`src/rtl/smsenc_pkg.sv`:
```
// Shared types and constants for the SMS user-data encoder.
`timescale 1ns / 1ps
`default_nettype none

package smsenc_pkg;

	// Coding modes
	localparam logic MODE_GSM7 = 1'b0;
	localparam logic MODE_UCS2 = 1'b1;

	// UTF-8 continuation byte tag (10xxxxxx)
	localparam logic [1:0] CONT_TAG = 2'b10;

	// One request from front to back: one or two result bytes of one input item
	typedef struct packed {
		logic       two;      // two results; b0 first, then b1
		logic [7:0] b0;
		logic [7:0] b1;
		logic       no_data;  // single empty result that only closes the message
		logic       eom;      // last result of this request closes the message
	} req_t;

endpackage

`default_nettype wire

```
`src/rtl/smsenc_front.sv`:
```
// Front end: takes input bytes, keeps packing and UTF-8 state, builds requests.
`timescale 1ns / 1ps
`default_nettype none

module smsenc_front (
	input  wire              clk,
	input  wire              arst_n,
	input  wire              coding_mode,
	input  wire              accept,
	input  wire  [7:0]       in_byte,
	input  wire              last_of_message,
	output logic             push,
	output smsenc_pkg::req_t req
);
	import smsenc_pkg::*;

	function automatic logic [3:0] lead_ones(input logic [7:0] b);
		priority casez (b)
			8'b0???????: lead_ones = 4'd0;
			8'b10??????: lead_ones = 4'd1;
			8'b110?????: lead_ones = 4'd2;
			8'b1110????: lead_ones = 4'd3;
			8'b11110???: lead_ones = 4'd4;
			8'b111110??: lead_ones = 4'd5;
			8'b1111110?: lead_ones = 4'd6;
			8'b11111110: lead_ones = 4'd7;
			default:     lead_ones = 4'd8;
		endcase
	endfunction

	logic [6:0]  pend_bits_q, pend_bits_d;
	logic [2:0]  pend_cnt_q, pend_cnt_d;
	logic [2:0]  rem_q, rem_d;
	logic [15:0] code_q, code_d;
	logic        err_q, err_d;

	logic [13:0] acc;
	logic [3:0]  ones;
	logic [7:0]  lead;
	logic [1:0]  n;
	logic [7:0]  r0, r1;
	logic        nd;

	always_comb begin
		pend_bits_d = pend_bits_q;
		pend_cnt_d  = pend_cnt_q;
		rem_d       = rem_q;
		code_d      = code_q;
		err_d       = err_q;
		n           = 2'd0;
		r0          = 8'h00;
		r1          = 8'h00;
		nd          = 1'b0;
		acc         = {7'b0, pend_bits_q} | ({7'b0, in_byte[6:0]} << pend_cnt_q);
		ones        = lead_ones(in_byte);
		lead        = 8'h00;

		unique case (ones)
			4'd2:    lead = in_byte & 8'h1F;
			4'd3:    lead = in_byte & 8'h0F;
			4'd4:    lead = in_byte & 8'h07;
			4'd5:    lead = in_byte & 8'h03;
			4'd6:    lead = in_byte & 8'h01;
			default: lead = 8'h00;
		endcase

		if (coding_mode == MODE_GSM7) begin
			if (pend_cnt_q != 3'd0) begin
				r0          = acc[7:0];
				n           = 2'd1;
				pend_bits_d = {1'b0, acc[13:8]};
				pend_cnt_d  = pend_cnt_q - 3'd1;
			end else begin
				pend_bits_d = in_byte[6:0];
				pend_cnt_d  = 3'd7;
			end
			// flush the partial octet, zero padded
			if (last_of_message && pend_cnt_d != 3'd0) begin
				if (n == 2'd0) begin
					r0 = {1'b0, pend_bits_d};
				end else begin
					r1 = {1'b0, pend_bits_d};
				end
				n = n + 2'd1;
			end
		end else begin
			if (rem_q == 3'd0) begin
				if (ones <= 4'd1 || ones == 4'd8) begin
					// single-byte sequence, code is the byte itself
					if (in_byte != 8'h00) begin
						r0 = 8'h00;
						r1 = in_byte;
						n  = 2'd2;
					end
					code_d = 16'h0000;
					err_d  = 1'b0;
				end else begin
					code_d = {8'h00, lead};
					rem_d  = ones[2:0] - 3'd1;
					err_d  = 1'b0;
				end
			end else begin
				err_d  = err_q | (in_byte[7:6] != CONT_TAG);
				code_d = {code_q[9:0], in_byte[5:0]};
				rem_d  = rem_q - 3'd1;
				if (rem_d == 3'd0) begin
					if (!err_d && code_d != 16'h0000) begin
						r0 = code_d[15:8];
						r1 = code_d[7:0];
						n  = 2'd2;
					end
					code_d = 16'h0000;
					err_d  = 1'b0;
				end
			end
		end

		if (last_of_message) begin
			pend_bits_d = 7'd0;
			pend_cnt_d  = 3'd0;
			rem_d       = 3'd0;
			code_d      = 16'h0000;
			err_d       = 1'b0;
			if (n == 2'd0) begin
				nd = 1'b1;
				n  = 2'd1;
			end
		end
	end

	assign push        = accept && (n != 2'd0);
	assign req.two     = (n == 2'd2);
	assign req.b0      = r0;
	assign req.b1      = r1;
	assign req.no_data = nd;
	assign req.eom     = last_of_message;

	always_ff @(posedge clk or negedge arst_n) begin
		if (!arst_n) begin
			pend_bits_q <= 7'd0;
			pend_cnt_q  <= 3'd0;
			rem_q       <= 3'd0;
			code_q      <= 16'h0000;
			err_q       <= 1'b0;
		end else if (accept) begin
			pend_bits_q <= pend_bits_d;
			pend_cnt_q  <= pend_cnt_d;
			rem_q       <= rem_d;
			code_q      <= code_d;
			err_q       <= err_d;
		end
	end

endmodule

`default_nettype wire

```
`src/rtl/smsenc_fifo.sv`:
```
// Request queue between front end and back end.
`timescale 1ns / 1ps
`default_nettype none

module smsenc_fifo #(
	parameter int DEPTH = 4
) (
	input  wire              clk,
	input  wire              arst_n,
	input  wire              push,
	input  smsenc_pkg::req_t wdata,
	input  wire              pop,
	output smsenc_pkg::req_t rdata,
	output logic             empty,
	output logic             full
);
	import smsenc_pkg::*;

	localparam int PW = (DEPTH > 1) ? $clog2(DEPTH) : 1;
	localparam int CW = $clog2(DEPTH + 1);
	localparam logic [PW-1:0] LAST_PTR = PW'(DEPTH - 1);
	localparam logic [CW-1:0] FULL_CNT = CW'(DEPTH);

	req_t          mem_q [DEPTH];
	logic [PW-1:0] wr_ptr_q, rd_ptr_q;
	logic [CW-1:0] cnt_q;

	assign empty = (cnt_q == '0);
	assign full  = (cnt_q == FULL_CNT);
	assign rdata = mem_q[rd_ptr_q];

	always_ff @(posedge clk) begin
		if (push) begin
			mem_q[wr_ptr_q] <= wdata;
		end
	end

	always_ff @(posedge clk or negedge arst_n) begin
		if (!arst_n) begin
			wr_ptr_q <= '0;
			rd_ptr_q <= '0;
			cnt_q    <= '0;
		end else begin
			if (push) begin
				wr_ptr_q <= (wr_ptr_q == LAST_PTR) ? '0 : wr_ptr_q + PW'(1);
			end
			if (pop) begin
				rd_ptr_q <= (rd_ptr_q == LAST_PTR) ? '0 : rd_ptr_q + PW'(1);
			end
			if (push && !pop) begin
				cnt_q <= cnt_q + CW'(1);
			end else if (pop && !push) begin
				cnt_q <= cnt_q - CW'(1);
			end
		end
	end

endmodule

`default_nettype wire

```
`src/rtl/smsenc_back.sv`:
```
// Back end: splits requests into result bytes behind an output register.
`timescale 1ns / 1ps
`default_nettype none

module smsenc_back (
	input  wire              clk,
	input  wire              arst_n,
	input  smsenc_pkg::req_t head,
	input  wire              empty,
	output logic             pop,
	output logic             out_valid,
	input  wire              out_stall,
	output logic [7:0]       out_byte,
	output logic             no_data,
	output logic             end_of_message
);
	import smsenc_pkg::*;

	logic       valid_q;
	logic       sub_q;    // first byte of a two-byte request already sent
	logic [7:0] byte_q;
	logic       nd_q;
	logic       eom_q;
	logic       load;
	logic       first_of_two;

	assign load         = !valid_q || !out_stall;
	assign first_of_two = head.two && !sub_q;
	assign pop          = load && !empty && !first_of_two;

	always_ff @(posedge clk or negedge arst_n) begin
		if (!arst_n) begin
			valid_q <= 1'b0;
			sub_q   <= 1'b0;
		end else if (load) begin
			valid_q <= !empty;
			if (!empty) begin
				sub_q <= first_of_two;
			end
		end
	end

	always_ff @(posedge clk) begin
		if (load && !empty) begin
			if (first_of_two) begin
				byte_q <= head.b0;
				nd_q   <= 1'b0;
				eom_q  <= 1'b0;
			end else begin
				byte_q <= sub_q ? head.b1 : head.b0;
				nd_q   <= head.no_data;
				eom_q  <= head.eom;
			end
		end
	end

	assign out_valid      = valid_q;
	assign out_byte       = byte_q;
	assign no_data        = nd_q;
	assign end_of_message = eom_q;

endmodule

`default_nettype wire

```
`src/rtl/sms_user_data_encoder.sv`:
```
// Top level of the SMS user-data encoder (GSM 7-bit packing / UTF-8 to UCS2).
//
//  channel  | direction | handshake          | payload
//  ---------+-----------+--------------------+-------------------------------------
//  in       | sink      | in_valid/in_stall  | in_byte, last_of_message
//  out      | source    | out_valid/out_stall| out_byte, no_data, end_of_message
//  cfg      | sink      | cfg_valid/cfg_ready| coding_mode
//
// One input byte is accepted per cycle while the request queue has room.
// Each byte yields zero, one or two result bytes; the back end sends one per cycle
// while out_stall is low, and each result passes the request queue, then the output register.
// in_stall is high while the QUEUE_DEPTH-entry request queue is full.
// Reset selects 7-bit mode and clears all packing and UTF-8 state.
`timescale 1ns / 1ps
`default_nettype none

module sms_user_data_encoder #(
	parameter int QUEUE_DEPTH = 4
) (
	input  wire        clk,
	input  wire        arst_n,
	input  wire        in_valid,
	output logic       in_stall,
	input  wire  [7:0] in_byte,
	input  wire        last_of_message,
	output logic       out_valid,
	input  wire        out_stall,
	output logic [7:0] out_byte,
	output logic       no_data,
	output logic       end_of_message,
	input  wire        cfg_valid,
	output logic       cfg_ready,
	input  wire        coding_mode
);
	import smsenc_pkg::*;

	logic mode_q;
	logic accept;
	logic push, pop, q_empty, q_full;
	req_t req, head;

	assign cfg_ready = 1'b1;
	assign in_stall  = q_full;
	assign accept    = in_valid && !in_stall;

	always_ff @(posedge clk or negedge arst_n) begin
		if (!arst_n) begin
			mode_q <= MODE_GSM7;
		end else if (cfg_valid && cfg_ready) begin
			mode_q <= coding_mode;
		end
	end

	smsenc_front u_front (
		.clk             (clk),
		.arst_n          (arst_n),
		.coding_mode     (mode_q),
		.accept          (accept),
		.in_byte         (in_byte),
		.last_of_message (last_of_message),
		.push            (push),
		.req             (req)
	);

	smsenc_fifo #(
		.DEPTH (QUEUE_DEPTH)
	) u_fifo (
		.clk    (clk),
		.arst_n (arst_n),
		.push   (push),
		.wdata  (req),
		.pop    (pop),
		.rdata  (head),
		.empty  (q_empty),
		.full   (q_full)
	);

	smsenc_back u_back (
		.clk            (clk),
		.arst_n         (arst_n),
		.head           (head),
		.empty          (q_empty),
		.pop            (pop),
		.out_valid      (out_valid),
		.out_stall      (out_stall),
		.out_byte       (out_byte),
		.no_data        (no_data),
		.end_of_message (end_of_message)
	);

	// an empty result only ever closes a message and carries a zero byte
	a_empty_result: assert property (@(posedge clk) disable iff (!arst_n)
		out_valid && no_data |-> end_of_message && out_byte == 8'h00)
		else $error("empty result without end mark or with data");

	// the back end never pops an empty queue
	a_no_underflow: assert property (@(posedge clk) disable iff (!arst_n)
		pop |-> !q_empty)
		else $error("request queue underflow");

	// the last byte of a message always leaves a request behind
	a_last_queued: assert property (@(posedge clk) disable iff (!arst_n)
		accept && last_of_message |=> !q_empty)
		else $error("message end produced no request");

endmodule

`default_nettype wire
```
`config.mk`:
```
export PLATFORM = sky130hd
export DESIGN_NAME = sms_user_data_encoder
export DESIGN_NICKNAME = d
export VERILOG_FILES = /design/src/rtl/smsenc_pkg.sv /design/src/rtl/smsenc_front.sv /design/src/rtl/smsenc_fifo.sv /design/src/rtl/smsenc_back.sv /design/src/rtl/sms_user_data_encoder.sv
export SDC_FILE = /design/constraint.sdc
export NUM_CORES = 1
export LEC_CHECK = 0
export ABC_AREA = 1
export ABC_CLOCK_PERIOD_IN_PS = 4500
export BUFFER_PORTS_ARGS = -buffer_cell sky130_fd_sc_hd__buf_2
export CAP_MARGIN = 25
export CORE_ASPECT_RATIO = 0.9
export CORE_UTILIZATION = 35
export CTS_CLUSTER_DIAMETER = 50
export DETAILED_ROUTE_END_ITERATION = 6
export PLACE_DENSITY_LB_ADDON = 0.25
export SLEW_MARGIN = 0
export SYNTH_ARGS = -nofsm -noshare
export SYNTH_HDL_FRONTEND = slang
export SYNTH_SLANG_ARGS = --single-unit
```
`constraint.sdc`:
```
create_clock -name clk -period 4.5 [get_ports clk]
set_input_delay 0 -clock clk [delete_from_list [all_inputs] [get_ports clk]]
set_output_delay 0 -clock clk [all_outputs]
set_load 0.005 [all_outputs]
```
==> results_dict.tcl <==
set metrics [dict create \
    crit_type "flop to flop" \
    worst_pin_slew_ns 0.908 \
    detail_route.iter0.violations 318 \
    grt_pass1_vias 4251 \
    leakagePower_nw 2.79 \
    synth_xor_area_frac 0.00736 \
    place_area_um2 6280 \
    ir_worst_vdd_uv 315 \
    start_kind "flop" \
    die_w_um 139 \
    hold_class "input port to flop" \
    port_buffers 26 \
    via_per_inst 5.09 \
    grt_setup_unrepaired "no" \
    critical_path_buf_inv_count 7 \
    synth-compound-area-share 0.148 \
    synth_area_per_cell_um2 9.87 \
    yosys_warnings 0 \
    max_cap_viol_count 0 \
    num_vias 4390 \
    grt_max_degree 42 \
    area.growth.synth_to_final_pct 17.4 \
    tns_ns 0 \
    synth_ff_type "edfxtp_1" \
    core_area_um2 16400 \
    clock_path_buffers 2 \
    holdPathStages 5 \
    critPathRequiredTime_ns 4.80 \
    clock_skew_ns 0.0232 \
    finalHoldViolations 0 \
    maxSlewViolCount 0 \
    syn_nets 637 \
    numCtsBuffers 17 \
    overflow 0 \
    cts-root-buf "clkbuf_16" \
    synthArstFlopShare 0.283 \
    io-pin-count 28 \
    final_util 0.426 \
    p_comb_frac 0.356 \
    place_inst 818 \
    grt_pass1_wl_mm 23.1 \
    finalCritPeriodShare 0.832 \
    cp_slowest_cell "dfrtp_1" \
    wirelength_mm 14.3 \
    ys_ff_latch 120 \
    cts_setup_buffers 0 \
    synth-simple-area-share 0.160 \
    final_net_count 676 \
    path_clk_slew_ns 0.05 \
    dp_slack_ns 0.798 \
    r2r_slack_ns 0.76 \
    reg2reg_from "u_front.pend_cnt_q[1]" \
    clockPowerShare 0.271 \
    ant_nets 0 \
    holdPathEnd "u_fifo.wr_ptr_q[0]" \
    ys_seq_area_frac 0.577 \
    crit_path_cell_trace "inv_1 > ha_1 > inv_1 > nor2_2 > nor2_1 > nand2_1 > nand2_1 > inv_1 > ha_1 > inv_1 > nor2_1 > inv_1 > nand4_4 > nand2_4 > inv_2 > ha_1 > inv_1 > fa_1 > mux2_2" \
    crit_fanout 14 \
    start_util 0.363 \
    cts_tree "built" \
    final_cells 862 \
    max_stage_delay_ns 0.46 \
    die_area_um2 17500 \
    synth_top_family_by_area "simple AND/OR/NAND/NOR gates" \
    drive_gt1_frac 0.137 \
    n_antenna_cell 0 \
    fin_crit_ns 3.74 \
    routedWlPerCell_um 16.6 \
    drc 0 \
    slew_headroom 0.388 \
    dr.pass1.iters 6 \
    cp_common_cell "inv_1" \
    cts.sinks 120 \
    min-delay-start "in_valid" \
    power_density_nw_per_um2 692 \
    r2r_cells 19 \
    status "finished, final reports clean" \
    grtUsageTotal 0.174 \
    worstSetupEndpointType "flop" \
    intPower_w 0.00303 \
    postCtsResizedCells 0 \
    layout_setup_ws_ns 0.757 \
    hold_buffers 11 \
    worstPathArrival_ns 4.04 \
    nFillCells 1565 \
    synthAdderAreaFrac 0.0412 \
    fmaxAchievable_mhz 267 \
    chipHeight_um 126 \
    synth_cell_types 48 \
    antenna_found_initial 0 \
    htreeDepth 4 \
    netlist_instances 603 \
    p_sw_frac 0.372 \
    setup_viol 0 \
    synth_edf_count 86 \
    power_frac_seq 0.372 \
    clock_latency_ns 0.42 \
    stdcell_area_um2 6990 \
    dp_hpwl_mm 9.72 \
    rows 44 \
    power_switching_w 0.00180 \
    syn-cell-area_um2 5950 \
    r2r_end "u_fifo.cnt_q[1]" \
    cp_top_family "adder cells" \
    gp_congestion 0.887 \
    muxShareOfSynthArea 0.00357 \
]
## tightest hold or removal path: stages
cell and delay, ns:
buf_2 0.09, inv_1 0.05, nor2_2 0.11, nand3_1 0.11, nand2_1 0.05
## cell usage in the layout (no fill, tap or decap), types with 10 or more instances in the layout
| cell type | synthesis | routed |
|---|---|---|
| dlygate4sd3_1 | 0 | 11 |
| nand3_1 | 23 | 23 |
| nor2_1 | 89 | 89 |
| dfrtp_1 | 34 | 34 |
| o21ai_0 | 79 | 79 |
| a21oi_1 | 17 | 17 |
| inv_1 | 69 | 69 |
| nand2_1 | 65 | 65 |
| ha_1 | 18 | 18 |
| clkbuf_16 | 0 | 17 |
| o22ai_1 | 24 | 24 |
| a31oi_1 | 10 | 10 |
| edfxtp_1 | 86 | 86 |
| buf_2 | 4 | 26 |
## how the worst max path moves through the flow
stage	cells after the start	slack, ns	end	from
2_1_floorplan	21	1.19	u_fifo.cnt_q[1]	u_front.pend_cnt_q[1]
3_3_place_gp	19	0.88	u_fifo.cnt_q[1]	u_front.pend_cnt_q[1]
4_1_cts	19	0.79	u_fifo.cnt_q[1]	u_front.pend_cnt_q[1]
5_1_grt	21	0.38	u_fifo.cnt_q[2]	u_front.pend_cnt_q[0]
3_5_place_dp	19	0.80	u_fifo.cnt_q[1]	u_front.pend_cnt_q[1]
6_report	19	0.76	u_fifo.cnt_q[1]	u_front.pend_cnt_q[1]
## registers in the layout, summed over array words and instances, names as in the netlist, 2 cells and up
name,flops
u_fifo.mem_q,76
u_front.code_q,10
u_back.out_byte,8
u_front.pend_bits_q,7
u_fifo.cnt_q,3
u_front.pend_cnt_q,3
u_front.rem_q,3
u_fifo.rd_ptr_q,2
u_fifo.wr_ptr_q,2
## synth_stat cells (3+ instances only)
cell type  count  area, um2
a21oi_1       17       85.1
a31oi_1       10       62.6
buf_2          4       20.0
clkbuf_1      17       63.8
dfrtp_1       34        851
edfxtp_1      86       2580
ha_1          18        225
inv_1         69        259
nand2_1       65        244
nand2_2        4       25.0
nand2_4        3       33.8
nand3_1       23        115
nand4_1        4       25.0
nor2_1        89        334
nor2_2         8       50.1
nor3_1         3       15.0
o211ai_1       3       22.5
o21ai_0       79        395
o22ai_1       24        150
o31ai_1        3       22.5
o32ai_1        3       26.3
xor2_1         3       26.3
## cells by family after synthesis
kind of cell / after synthesis
and+or+nand+nor: 209
AOI/OAI and AO/OA: 152
DFF: 120
buffers and inverters: 95
adders and majority gates: 19
xor gates and xnor gates: 5
muxes: 2
other: 1
## layer usage
layer	GRT usage	vias up	share of wire
li1	-	2164	-
met1	0.245	2111	0.49
met2	0.262	103	0.45
met3	0.0464	12	0.042
met4	0.0497	0	0.011
met5	0	-	0
## power groups by stage
| stage | Clock, W | Combinational [W] | Sequential (W) |
|---|---|---|---|
| CTS | 0.00134 | 0.00170 | 0.00180 |
| global placement | 0 | 0.00167 | 0.00181 |
| finish | 0.00131 | 0.00172 | 0.00180 |
| global route | 0.00140 | 0.00195 | 0.00184 |
| floorplan | 0 | 0.00127 | 0.00173 |
| detailed placement | 0 | 0.00169 | 0.00182 |
## per-stage QoR
step / hold WS, ns / power (W)
2_1_floorplan: -0.296 / 0.00300
3_5_place_dp: 0.153 / 0.00351
6_report: 0.0535 / 0.00483
4_1_cts: 0.0333 / 0.00485
5_1_grt: 0.0575 / 0.00518
3_3_place_gp: 0.142 / 0.00348
## layout make-up
type | instances | area [um2] | share of cell area
sequential | 120 | 3430 | 0.491
multi-input combinational | 388 | 2150 | 0.308
clock buffer | 24 | 472 | 0.0675
timing repair buffer | 43 | 305 | 0.0437
inverter | 72 | 270 | 0.0387
tap | 207 | 259 | 0.0371
clock inverter | 8 | 100 | 0.0143
Power figures use the tool's default switching activity.
